File: src/rtl/wildcard_byte_pattern_scanner_assert.svh
// Assertion macros for the wildcard byte pattern scanner.
`ifndef WILDCARD_BYTE_PATTERN_SCANNER_ASSERT_SVH
`define WILDCARD_BYTE_PATTERN_SCANNER_ASSERT_SVH

`ifndef ASSERT_OFF

// Check a property at each clock edge outside reset.
`define WBPS_ASSERT(label, clk, rst, prop) \
  label: assert property (@(posedge clk) disable iff (rst) prop) \
    else $error("wbps assertion failed");

// Check a property at every clock edge, reset included.
`define WBPS_ASSERT_ALWAYS(label, clk, prop) \
  label: assert property (@(posedge clk) prop) \
    else $error("wbps assertion failed");

`else

`define WBPS_ASSERT(label, clk, rst, prop)
`define WBPS_ASSERT_ALWAYS(label, clk, prop)

`endif

`endif

File: src/rtl/wbps_pkg.sv
// Shared constants and register codes for the wildcard byte pattern scanner.
package wbps_pkg;

  // Pattern storage: sixteen bytes, split over two 64-bit registers
  localparam int PAT_BYTES        = 16;
  localparam int MAX_PATTERN_DEF  = 16;
  localparam int CFG_DATA_W       = 64;
  localparam int CFG_INDEX_W      = 3;
  localparam int LEN_W            = 5;
  localparam int MODE_W           = 2;
  localparam int CAP_W            = 4;
  localparam int OFFSET_W         = 16;
  localparam int ADDR_W           = 32;

  // Configuration register indexes
  localparam logic [CFG_INDEX_W-1:0] REG_PATTERN_LOW      = 3'd0;
  localparam logic [CFG_INDEX_W-1:0] REG_PATTERN_HIGH     = 3'd1;
  localparam logic [CFG_INDEX_W-1:0] REG_WILDCARD_MASK    = 3'd2;
  localparam logic [CFG_INDEX_W-1:0] REG_PATTERN_LENGTH   = 3'd3;
  localparam logic [CFG_INDEX_W-1:0] REG_RESULT_MODE      = 3'd4;
  localparam logic [CFG_INDEX_W-1:0] REG_CAPTURE_POSITION = 3'd5;
  localparam logic [CFG_INDEX_W-1:0] REG_RESULT_OFFSET    = 3'd6;

  // Result modes; the unused code falls back to match start
  localparam logic [MODE_W-1:0] MODE_START = 2'd0;
  localparam logic [MODE_W-1:0] MODE_END   = 2'd1;
  localparam logic [MODE_W-1:0] MODE_WORD  = 2'd2;

endpackage

File: src/rtl/wildcard_byte_pattern_scanner.sv
// Top level of the wildcard byte pattern scanner: window, compare and result register.
//
//  channel  direction  handshake            payload
//  -------  ---------  -------------------  ---------------------------------
//  input    in         in_valid / in_stall  mem_byte, mem_address, restart
//  result   out        out_valid/out_stall  found_value
//  config   in         cfg_write_enable     cfg_index, cfg_data
//
// One byte is taken per cycle unless in_stall is high; a match passes from the
// window, updated at its byte transfer, through the compare stage into the result
// register, which drives found_value.
// The compare stage holds one byte; the input stalls only while that byte has
// hit and the result register is full and stalled.
// Synchronous reset empties both stages and clears the window fill count.
`include "wildcard_byte_pattern_scanner_assert.svh"

module wildcard_byte_pattern_scanner
  import wbps_pkg::*;
#(
  parameter int MAX_PATTERN_BYTES = MAX_PATTERN_DEF
) (
  input  logic                   clk,
  input  logic                   rst,
  // byte input
  input  logic                   in_valid,
  output logic                   in_stall,
  input  logic [7:0]             mem_byte,
  input  logic [ADDR_W-1:0]      mem_address,
  input  logic                   restart,
  // result output
  output logic                   out_valid,
  input  logic                   out_stall,
  output logic [ADDR_W-1:0]      found_value,
  // configuration writes
  input  logic                   cfg_write_enable,
  input  logic [CFG_INDEX_W-1:0] cfg_index,
  input  logic [CFG_DATA_W-1:0]  cfg_data
);

  localparam int LEN_LIMIT = (MAX_PATTERN_BYTES < PAT_BYTES) ? MAX_PATTERN_BYTES : PAT_BYTES;
  localparam int FILL_W    = $clog2(MAX_PATTERN_BYTES + 1);

  // Configuration registers
  logic [63:0]         pattern_low;
  logic [63:0]         pattern_high;
  logic [PAT_BYTES-1:0] wildcard_mask;
  logic [LEN_W-1:0]    pattern_length;
  logic [MODE_W-1:0]   result_mode;
  logic [CAP_W-1:0]    capture_position;
  logic [OFFSET_W-1:0] result_offset;

  // Window and compare stage
  logic [7:0]          window [MAX_PATTERN_BYTES];
  logic [FILL_W-1:0]   fill_count;
  logic                s1_valid;
  logic [ADDR_W-1:0]   s1_addr;

  logic                in_xfer;
  logic                s1_hit;
  logic                s1_move;
  logic [ADDR_W-1:0]   s1_value;

  // Configuration write port
  always_ff @(posedge clk) begin
    if (rst) begin
      pattern_low      <= '0;
      pattern_high     <= '0;
      wildcard_mask    <= '0;
      pattern_length   <= LEN_W'(1);
      result_mode      <= MODE_START;
      capture_position <= '0;
      result_offset    <= '0;
    end else if (cfg_write_enable) begin
      case (cfg_index)
        REG_PATTERN_LOW:      pattern_low      <= cfg_data;
        REG_PATTERN_HIGH:     pattern_high     <= cfg_data;
        REG_WILDCARD_MASK:    wildcard_mask    <= cfg_data[PAT_BYTES-1:0];
        REG_PATTERN_LENGTH:   pattern_length   <= cfg_data[LEN_W-1:0];
        REG_RESULT_MODE:      result_mode      <= cfg_data[MODE_W-1:0];
        REG_CAPTURE_POSITION: capture_position <= cfg_data[CAP_W-1:0];
        REG_RESULT_OFFSET:    result_offset    <= cfg_data[OFFSET_W-1:0];
        default: ;
      endcase
    end
  end

  // Input transfer and stall
  assign in_xfer  = in_valid && !in_stall;
  assign s1_move  = s1_valid && (!s1_hit || !out_valid || !out_stall);
  assign in_stall = s1_valid && !s1_move;

  // Shift the window; restart clears the older bytes
  always_ff @(posedge clk) begin
    if (in_xfer) begin
      window[0] <= mem_byte;
      for (int i = 1; i < MAX_PATTERN_BYTES; i++) begin
        window[i] <= restart ? 8'h00 : window[i-1];
      end
    end
  end

  // Fill count saturates at the window depth
  always_ff @(posedge clk) begin
    if (rst) begin
      fill_count <= '0;
    end else if (in_xfer) begin
      if (restart) begin
        fill_count <= FILL_W'(1);
      end else if (fill_count != FILL_W'(MAX_PATTERN_BYTES)) begin
        fill_count <= fill_count + FILL_W'(1);
      end
    end
  end

  // Compare stage holds the address of the newest byte
  always_ff @(posedge clk) begin
    if (rst) begin
      s1_valid <= 1'b0;
    end else if (in_xfer) begin
      s1_valid <= 1'b1;
    end else if (s1_move) begin
      s1_valid <= 1'b0;
    end
  end

  always_ff @(posedge clk) begin
    if (in_xfer) begin
      s1_addr <= mem_address;
    end
  end

  // Newest sixteen bytes, zero past the window depth
  logic [7:0] near [PAT_BYTES];

  for (genvar g = 0; g < PAT_BYTES; g++) begin : g_near
    if (g < MAX_PATTERN_BYTES) begin : g_real
      assign near[g] = window[g];
    end else begin : g_pad
      assign near[g] = 8'h00;
    end
  end

  // Effective length: zero acts as one, clamp to the limit
  logic [LEN_W-1:0] len_eff;

  always_comb begin
    if (pattern_length == '0) begin
      len_eff = LEN_W'(1);
    end else if (pattern_length > LEN_W'(LEN_LIMIT)) begin
      len_eff = LEN_W'(LEN_LIMIT);
    end else begin
      len_eff = pattern_length;
    end
  end

  // Match for every candidate length, then pick the configured one
  logic [8*PAT_BYTES-1:0] pat_vec;
  logic [PAT_BYTES-1:0]   hit_by_len;
  logic [CAP_W-1:0]       len_sel;
  logic                   window_full;

  assign pat_vec = {pattern_high, pattern_low};

  always_comb begin
    for (int l = 1; l <= PAT_BYTES; l++) begin
      hit_by_len[l-1] = 1'b1;
      for (int k = 0; k < l; k++) begin
        if (!wildcard_mask[k] && (near[l-1-k] != pat_vec[8*k +: 8])) begin
          hit_by_len[l-1] = 1'b0;
        end
      end
    end
  end

  assign len_sel     = CAP_W'(len_eff - LEN_W'(1));
  assign window_full = 32'(fill_count) >= 32'(len_eff);
  assign s1_hit      = window_full && hit_by_len[len_sel];

  // Captured word: reverse the bytes so that one right shift aligns it
  logic [8*PAT_BYTES-1:0] rev_vec;
  logic [8*PAT_BYTES-1:0] rev_shift;
  logic [5:0]             cap_shift;
  logic [ADDR_W-1:0]      cap_word;

  always_comb begin
    for (int j = 0; j < PAT_BYTES; j++) begin
      rev_vec[8*j +: 8] = near[PAT_BYTES-1-j];
    end
  end

  assign cap_shift = 6'(PAT_BYTES) - {1'b0, len_eff} + {2'b00, capture_position};
  assign rev_shift = rev_vec >> {cap_shift, 3'b000};
  assign cap_word  = rev_shift[ADDR_W-1:0];

  // Select the result and add the sign-extended offset
  logic [ADDR_W-1:0] base_value;

  always_comb begin
    case (result_mode)
      MODE_END:  base_value = s1_addr + ADDR_W'(1);
      MODE_WORD: base_value = cap_word;
      default:   base_value = s1_addr - ADDR_W'(len_eff) + ADDR_W'(1);
    endcase
  end

  assign s1_value = base_value + {{(ADDR_W-OFFSET_W){result_offset[OFFSET_W-1]}}, result_offset};

  // Result register: load on a hit, drop when taken
  always_ff @(posedge clk) begin
    if (rst) begin
      out_valid <= 1'b0;
    end else if (s1_move && s1_hit) begin
      out_valid <= 1'b1;
    end else if (!out_stall) begin
      out_valid <= 1'b0;
    end
  end

  always_ff @(posedge clk) begin
    if (s1_move && s1_hit) begin
      found_value <= s1_value;
    end
  end

  // Assertions
  `WBPS_ASSERT(a_stall_needs_stage, clk, rst, in_stall |-> (s1_valid && s1_hit && out_valid))
  `WBPS_ASSERT(a_xfer_fills_stage, clk, rst, in_xfer |=> s1_valid)
  `WBPS_ASSERT(a_restart_fill_one, clk, rst, (in_xfer && restart) |=> (fill_count == FILL_W'(1)))
  `WBPS_ASSERT(a_result_from_hit, clk, rst, $rose(out_valid) |-> $past(s1_move && s1_hit))
  `WBPS_ASSERT_ALWAYS(a_fill_bound, clk, rst || (32'(fill_count) <= MAX_PATTERN_BYTES))

endmodule

File: config.mk
export PLATFORM = sky130hd
export DESIGN_NAME = wildcard_byte_pattern_scanner
export DESIGN_NICKNAME = d
export VERILOG_FILES = /design/src/rtl/wbps_pkg.sv /design/src/rtl/wildcard_byte_pattern_scanner.sv
export VERILOG_INCLUDE_DIRS = /design/src /design/src/rtl
export SDC_FILE = /design/constraint.sdc
export NUM_CORES = 2
export LEC_CHECK = 0
export BUFFER_PORTS_ARGS = -buffer_cell sky130_fd_sc_hd__clkbuf_2
export CAP_MARGIN = 0
export CORE_MARGIN = 2
export CORE_UTILIZATION = 45
export CTS_BUF_LIST = sky130_fd_sc_hd__clkbuf_16
export DETAILED_ROUTE_END_ITERATION = 10
export RECOVER_POWER = 25
export SLEW_MARGIN = 25
export SYNTH_ARGS = -nofsm -noshare
export SYNTH_HDL_FRONTEND = slang
export SYNTH_SLANG_ARGS = --single-unit
export TNS_END_PERCENT = 10
File: constraint.sdc
create_clock -name clk -period 20.5 [get_ports clk]
set_input_delay 4.1 -clock clk [delete_from_list [all_inputs] [get_ports clk]]
set_output_delay 4.1 -clock clk [all_outputs]
set_load 0.01 [all_outputs]
After elaboration in Yosys (flattened, before gate mapping)
Memory sizes are Yosys's and may differ from the RTL's.
Index checks and enable logic that the tools add are counted.
- register bits: 242
- RAM bits: 128
- logic and storage cells: 511
- memories kept: 1
- input bits: 113
- output and inout bits: 34
- $lt $le $gt $ge: 3
- $add $sub $neg: 8
- equality and inequality tests: 146
- reductions and logical operators: 176
- shift operators: 1
- multiplexer cells: 164
- memories (name ; depth ; bits a word ; rd ports ; clocked after memory_dff ; wr ports ; RTL line ; source):
    window ; 16 ; 8 ; 16 ; 0 ; 16 ; wildcard_byte_pattern_scanner.sv:53 ; logic [7:0] window [MAX_PATTERN_BYTES];
- operators by type and width (cell ; number):
    $ne A8 B8 Y1 ; 136
    $mux W1 ; 143
    $logic_and A1 B1 Y1 ; 141
    $shr A128 B9 Y32 ; 1
    $mux W8 ; 15
    $add A32 B1 Y32 const B ; 2
    $pmux W32 S2 ; 1
    $add A32 B32 Y32 ; 1
    $sub A32 B5 Y32 ; 1
    $logic_not A1 Y1 ; 21
    $mux W5 ; 4
    $reduce_and A2 Y1 ; 8
    $eq A3 B3 Y1 const B ; 3
    $add A6 B4 Y6 ; 1
    $eq A3 B2 Y1 const B ; 2
    $sub A5 B5 Y6 const A ; 1
    $add A5 B1 Y5 const B ; 1
    $ge A5 B5 Y1 ; 1
    $gt A5 B5 Y1 const B ; 1
    $logic_not A5 Y1 ; 1
    $lt A4 B5 Y1 const B ; 1
    $ne A5 B5 Y1 const B ; 1
    $bmux W1 S4 ; 1
    $reduce_bool A2 Y1 ; 2
    7 further kinds ; 8

Logic depth before layout (Yosys ltp)
- word-level depth: 31
- mapped depth: 29
- depth with buffers taken out: 27

Least setup slack after synthesis
Ideal clock, no wire load.
- path kind: input port to output port
- start: in out_stall
- end: out in_stall
- buffers on the path: 1
- setup slack: 11.493 ns
- arrival time: 4.907 ns
- required time: 16.400 ns
- cell stages on the path: 4
- path through: nand2_1 > or4_1 > buf_6 > inv_1
- cells in the longest elaborated chain, start to end: 5
- ends and longest elaborated chain (item ; RTL line ; source):
    start, declared ; wildcard_byte_pattern_scanner.sv:32 ; input logic out_stall,
    $logic_not A1 Y1 ; n/a ;
    $logic_or A1 B1 Y1 ; wildcard_byte_pattern_scanner.sv:89 ; assign s1_move = s1_valid && (!s1_hit || !out_valid || !out_stall);
    $logic_and A1 B1 Y1 ; wildcard_byte_pattern_scanner.sv:89 ;
    $logic_not A1 Y1 ; wildcard_byte_pattern_scanner.sv:90 ; assign in_stall = s1_valid && !s1_move;
    $logic_and A1 B1 Y1 ; wildcard_byte_pattern_scanner.sv:90 ;
    end, declared ; wildcard_byte_pattern_scanner.sv:26 ; output logic in_stall,
Every way passes these cells.

Worst setup path in the final report
- start: reg pattern_length[1]
- end: out in_stall
- cells in the longest elaborated chain, start to end: 13
- elaborated cells between the ends (all ways): 15
- those cells by class: add/sub (1); order compare (2); mux (4); reduce/logical (8)
- ends and longest elaborated chain (item ; RTL line ; source):
    start, declared ; wildcard_byte_pattern_scanner.sv:47 ; logic [LEN_W-1:0] pattern_length;
    start signal, assigned ; wildcard_byte_pattern_scanner.sv:78 ; REG_PATTERN_LENGTH: pattern_length <= cfg_data[LEN_W-1:0];
    $gt A5 B5 Y1 ; wildcard_byte_pattern_scanner.sv:149 ; end else if (pattern_length > LEN_W'(LEN_LIMIT)) begin
    $mux W5 ; wildcard_byte_pattern_scanner.sv:149 ;
    $mux W5 (*) ; wildcard_byte_pattern_scanner.sv:147 ; if (pattern_length == '0) begin
    $sub A4 B1 Y4 ; wildcard_byte_pattern_scanner.sv:175 ; assign len_sel = CAP_W'(len_eff - LEN_W'(1));
    $bmux W1 S4 ; wildcard_byte_pattern_scanner.sv:177 ; assign s1_hit = window_full && hit_by_len[len_sel];
    $mux W1 (implied by the code) ; wildcard_byte_pattern_scanner.sv:177 ;
    $logic_and A1 B1 Y1 (*) ; wildcard_byte_pattern_scanner.sv:177 ;
    $logic_not A1 Y1 (*) ; wildcard_byte_pattern_scanner.sv:89 ;
    $logic_or A1 B1 Y1 (*) (2 in series) ; wildcard_byte_pattern_scanner.sv:89 ;
    $logic_and A1 B1 Y1 (*) ; wildcard_byte_pattern_scanner.sv:89 ;
    $logic_not A1 Y1 (*) ; wildcard_byte_pattern_scanner.sv:90 ;
    $logic_and A1 B1 Y1 (*) ; wildcard_byte_pattern_scanner.sv:90 ;
Mark *: on every way between the ends. The rest lies on a longest branch, timed or not. The select of a mux whose other input is x is not followed.

==> flow_summary.ini <==
[synth]
yosysUniqueCellTypes = 66
avgSynthCellArea_um2 = 8.69
synth_top_area_share = 0.272
synth_seq_area_share = 0.271
ys_seq_elements = 370
synth-main-ff-cell = edfxtp_1
synth_top_area_cell = xor2_1
synth_area_leaders = xor2_1, edfxtp_1, dfxtp_1
async_flop_share = 0
yosysWarningCount = 0
syn_area_um2 = 34500
synth_nets = 4188
synth_edf_count = 192
synth_cells = 3964

[cells_and_area]
fin_area_um2 = 37000
area_growth_pct = 7.41
drive_gt1_frac = 0.109
nets = 4058

[sta]
period_share = 0.486
fin_tns_setup_ps = 0
tightest_slew_ps = 3290
finalClockSkew_ps = 45.1
fin_ws_ps = 10550
max_freq_ghz = 0.100
drv_slew = 78
setup_viol = 0
max_slew_margin = -1.19
period_needed_ps = 9950
finalHoldViolCount = 0
rsz0062_at_grt = no

[floorplanning]
start_util = 0.455
die_w_um = 281
design.die.area_um2 = 78800
fp.coreArea_um2 = 75800
dieHeight_um = 281
ios = 147
std_cell_rows = 101

[worst_setup_path]
startpoint_type = flop
worstPathRequired_ps = 16400
crit_type = reg2out
critical_path.max_fanout = 12
cp.arrival_ps = 5850
cp-end-kind = output port
cp_cell_sequence = nor3_1 > nor2_1 > nor2_1 > inv_1 > ha_1 > o211ai_1 > a21oi_1 > a21oi_1 > nor4_1 > a22o_1 > a211oi_1 > or4_1 > inv_1 > clkbuf_2
slowest_stage = nor2_1
critPathBufInv = 3
slowest_delay_ps = 1030
cp_top_family = simple AND/OR/NAND/NOR gates

[grt]
grt_usage = 0.335
grt_pass1_vias = 28600
antenna_found_initial = 4
grt_pass1_wl_um = 195000
grt_max_degree = 99
grt_remaining_overflow = 0

[pwr]
ir_worst_vdd_mv = 0.0633
p_per_area_nw_per_um2 = 60.7
leakagePower_uw = 0.0175

[placement]
post-dp-hpwl_um = 91600
gp_congestion = 1.06
place_area_um2 = 35600
port_buffers = 146
pre_cts_ws_ps = 11170

[clock_tree]
clk_latency_ps = 630
clk_pin_slew_ps = 60
cts_hold_buf = 0
cts_tree = done
cts_sinks = 370
htree_levels = 2
cts_resized = 0
cts_inserted_buffers = 45
cts_root_buf = clkbuf_16
post_cts_buffers = 0
cts_buffer_depth = 3

[drt]
drt_iter0_drc = 4016
drc = 0
viasPerCell = 6.28
ant_nets = 0
top_layer_used = met5
drt_wl_total_um = 135000
met1_length_um = 54600
met2_length_um = 56700
wire_per_inst_um = 27.9
dr_wl_met3_um = 15600
vias = 30400
firstDrtPassIters = 6

[status]
violations = max-capacitance violations, max-slew violations
outcome = finished, violations left

[flow_run]
maxCapViolCount = 2

[worst_hold_path]
hold_class = reg2reg
## power breakdown
group / internal, uW / total [uW] / switching, uW / leakage, uW
logic: 227 / 572 / 345 / 0.0134
registers: 814 / 883 / 68.1 / 0.00335
clock network: 444 / 793 / 349 / 0.000746
## tightest hold or removal path: cells and delay by family (launching register included)
kind | cells | cell delay (ps)
compound gates | 1 | 50
flops | 1 | 310
simple gates | 1 | 50
## sequential cells by signal (all words and copies together) (netlist names)
| name | flops |
|---|---|
| wildcard_mask | 16 |
| capture_position | 4 |
| window | 128 |
| pattern_length | 5 |
| pattern_low | 64 |
| s1_addr | 32 |
| result_mode | 2 |
| pattern_high | 64 |
| found_value | 32 |
| result_offset | 16 |
| fill_count | 5 |
| out_valid | 1 |
| s1_valid | 1 |
## through the flow
stage / hold slack, ps / util / std cells / power, uW
global route: 482 / 0.488 / 4848 / 2330
floorplan: 436 / - / 3964 / 1270
finish: 458 / 0.488 / 4849 / 2250
CTS: 459 / 0.488 / 4846 / 2240
detailed placement: 447 / 0.469 / 4763 / 1450
global placement: 444 / 0.468 / 4761 / 1440
## cells in the final DEF (no fill, tap or decap), types with 107 or more instances in the layout
master	instances
xnor2_1	107
nor2b_1	133
nand2_1	411
edfxtp_1	192
xor2_1	1071
nor4_1	293
clkbuf_2	141
buf_4	116
a21oi_1	384
dfxtp_1	177
## synth_stat cells, types with 4 or more instances
cell / n
edfxtp_1: 192
or3_1: 6
nand2_1: 412
o22ai_1: 14
nand3_1: 27
nand2b_1: 11
inv_1: 62
a21o_1: 30
mux2i_1: 90
o21ai_0: 29
a22oi_1: 7
a221oi_1: 26
buf_1: 97
nor3_1: 25
buf_6: 6
a221o_1: 7
buf_2: 92
a31oi_1: 11
dfxtp_1: 178
a211oi_1: 11
mux4_2: 69
a31o_1: 4
and3_1: 12
a22o_1: 10
o21a_1: 12
buf_4: 8
nor2_1: 71
and2_1: 8
nor2b_1: 133
xor2_1: 1072
xnor2_1: 108
o211ai_1: 10
and4_1: 4
ha_1: 108
a21oi_1: 384
nor4_1: 293
mux2_2: 13
o21bai_1: 8
nand4_1: 19
clkbuf_1: 240
a311oi_1: 4
## path summary, 6_finish.rpt
| check | from | to | slack [ps] | cells past startpoint |
|---|---|---|---|---|
| max reg2reg | pattern_length[1] | found_value[31] | 11840 | 22 |
| min reg2reg | pattern_low[22] | pattern_low[22] | 460 | 2 |
| max | pattern_length[1] | in_stall | 10550 | 14 |
| min | pattern_low[22] | pattern_low[22] | 460 | 2 |
## routing by layer
| layer | GRT usage | up-vias |
|---|---|---|
| met1 | 0.448 | 14600 |
| li1 | - | 13300 |
| met3 | 0.0826 | 489 |
| met4 | 0.178 | 6 |
| met2 | 0.495 | 1988 |
| met5 | 0 | - |
## cell families (layout without fill, tap and decap cells)
family,after synthesis,count (layout),share of synthesized area
AOI/OAI and AO/OA,592,592,0.101
xor gates and xnor gates,1180,1180,0.300
adders and majority gates,111,111,0.0410
buffers and inverters,506,412,0.0606
DFF,370,370,0.271
muxes,172,172,0.0755
other,0,1,0
and+or+nand+nor,1033,1033,0.151
## layout make-up
class | instances | area (um^2)
multi-input combinational | 3088 | 23100
clock buffer | 47 | 1180
clock inverter | 36 | 268
fill | 7274 | 38800
inverter | 63 | 236
tap | 978 | 1220
timing repair buffer | 266 | 1680
sequential | 370 | 9330
antenna | 1 | 2.50
No activity file was read; power rests on OpenSTA's default activity.
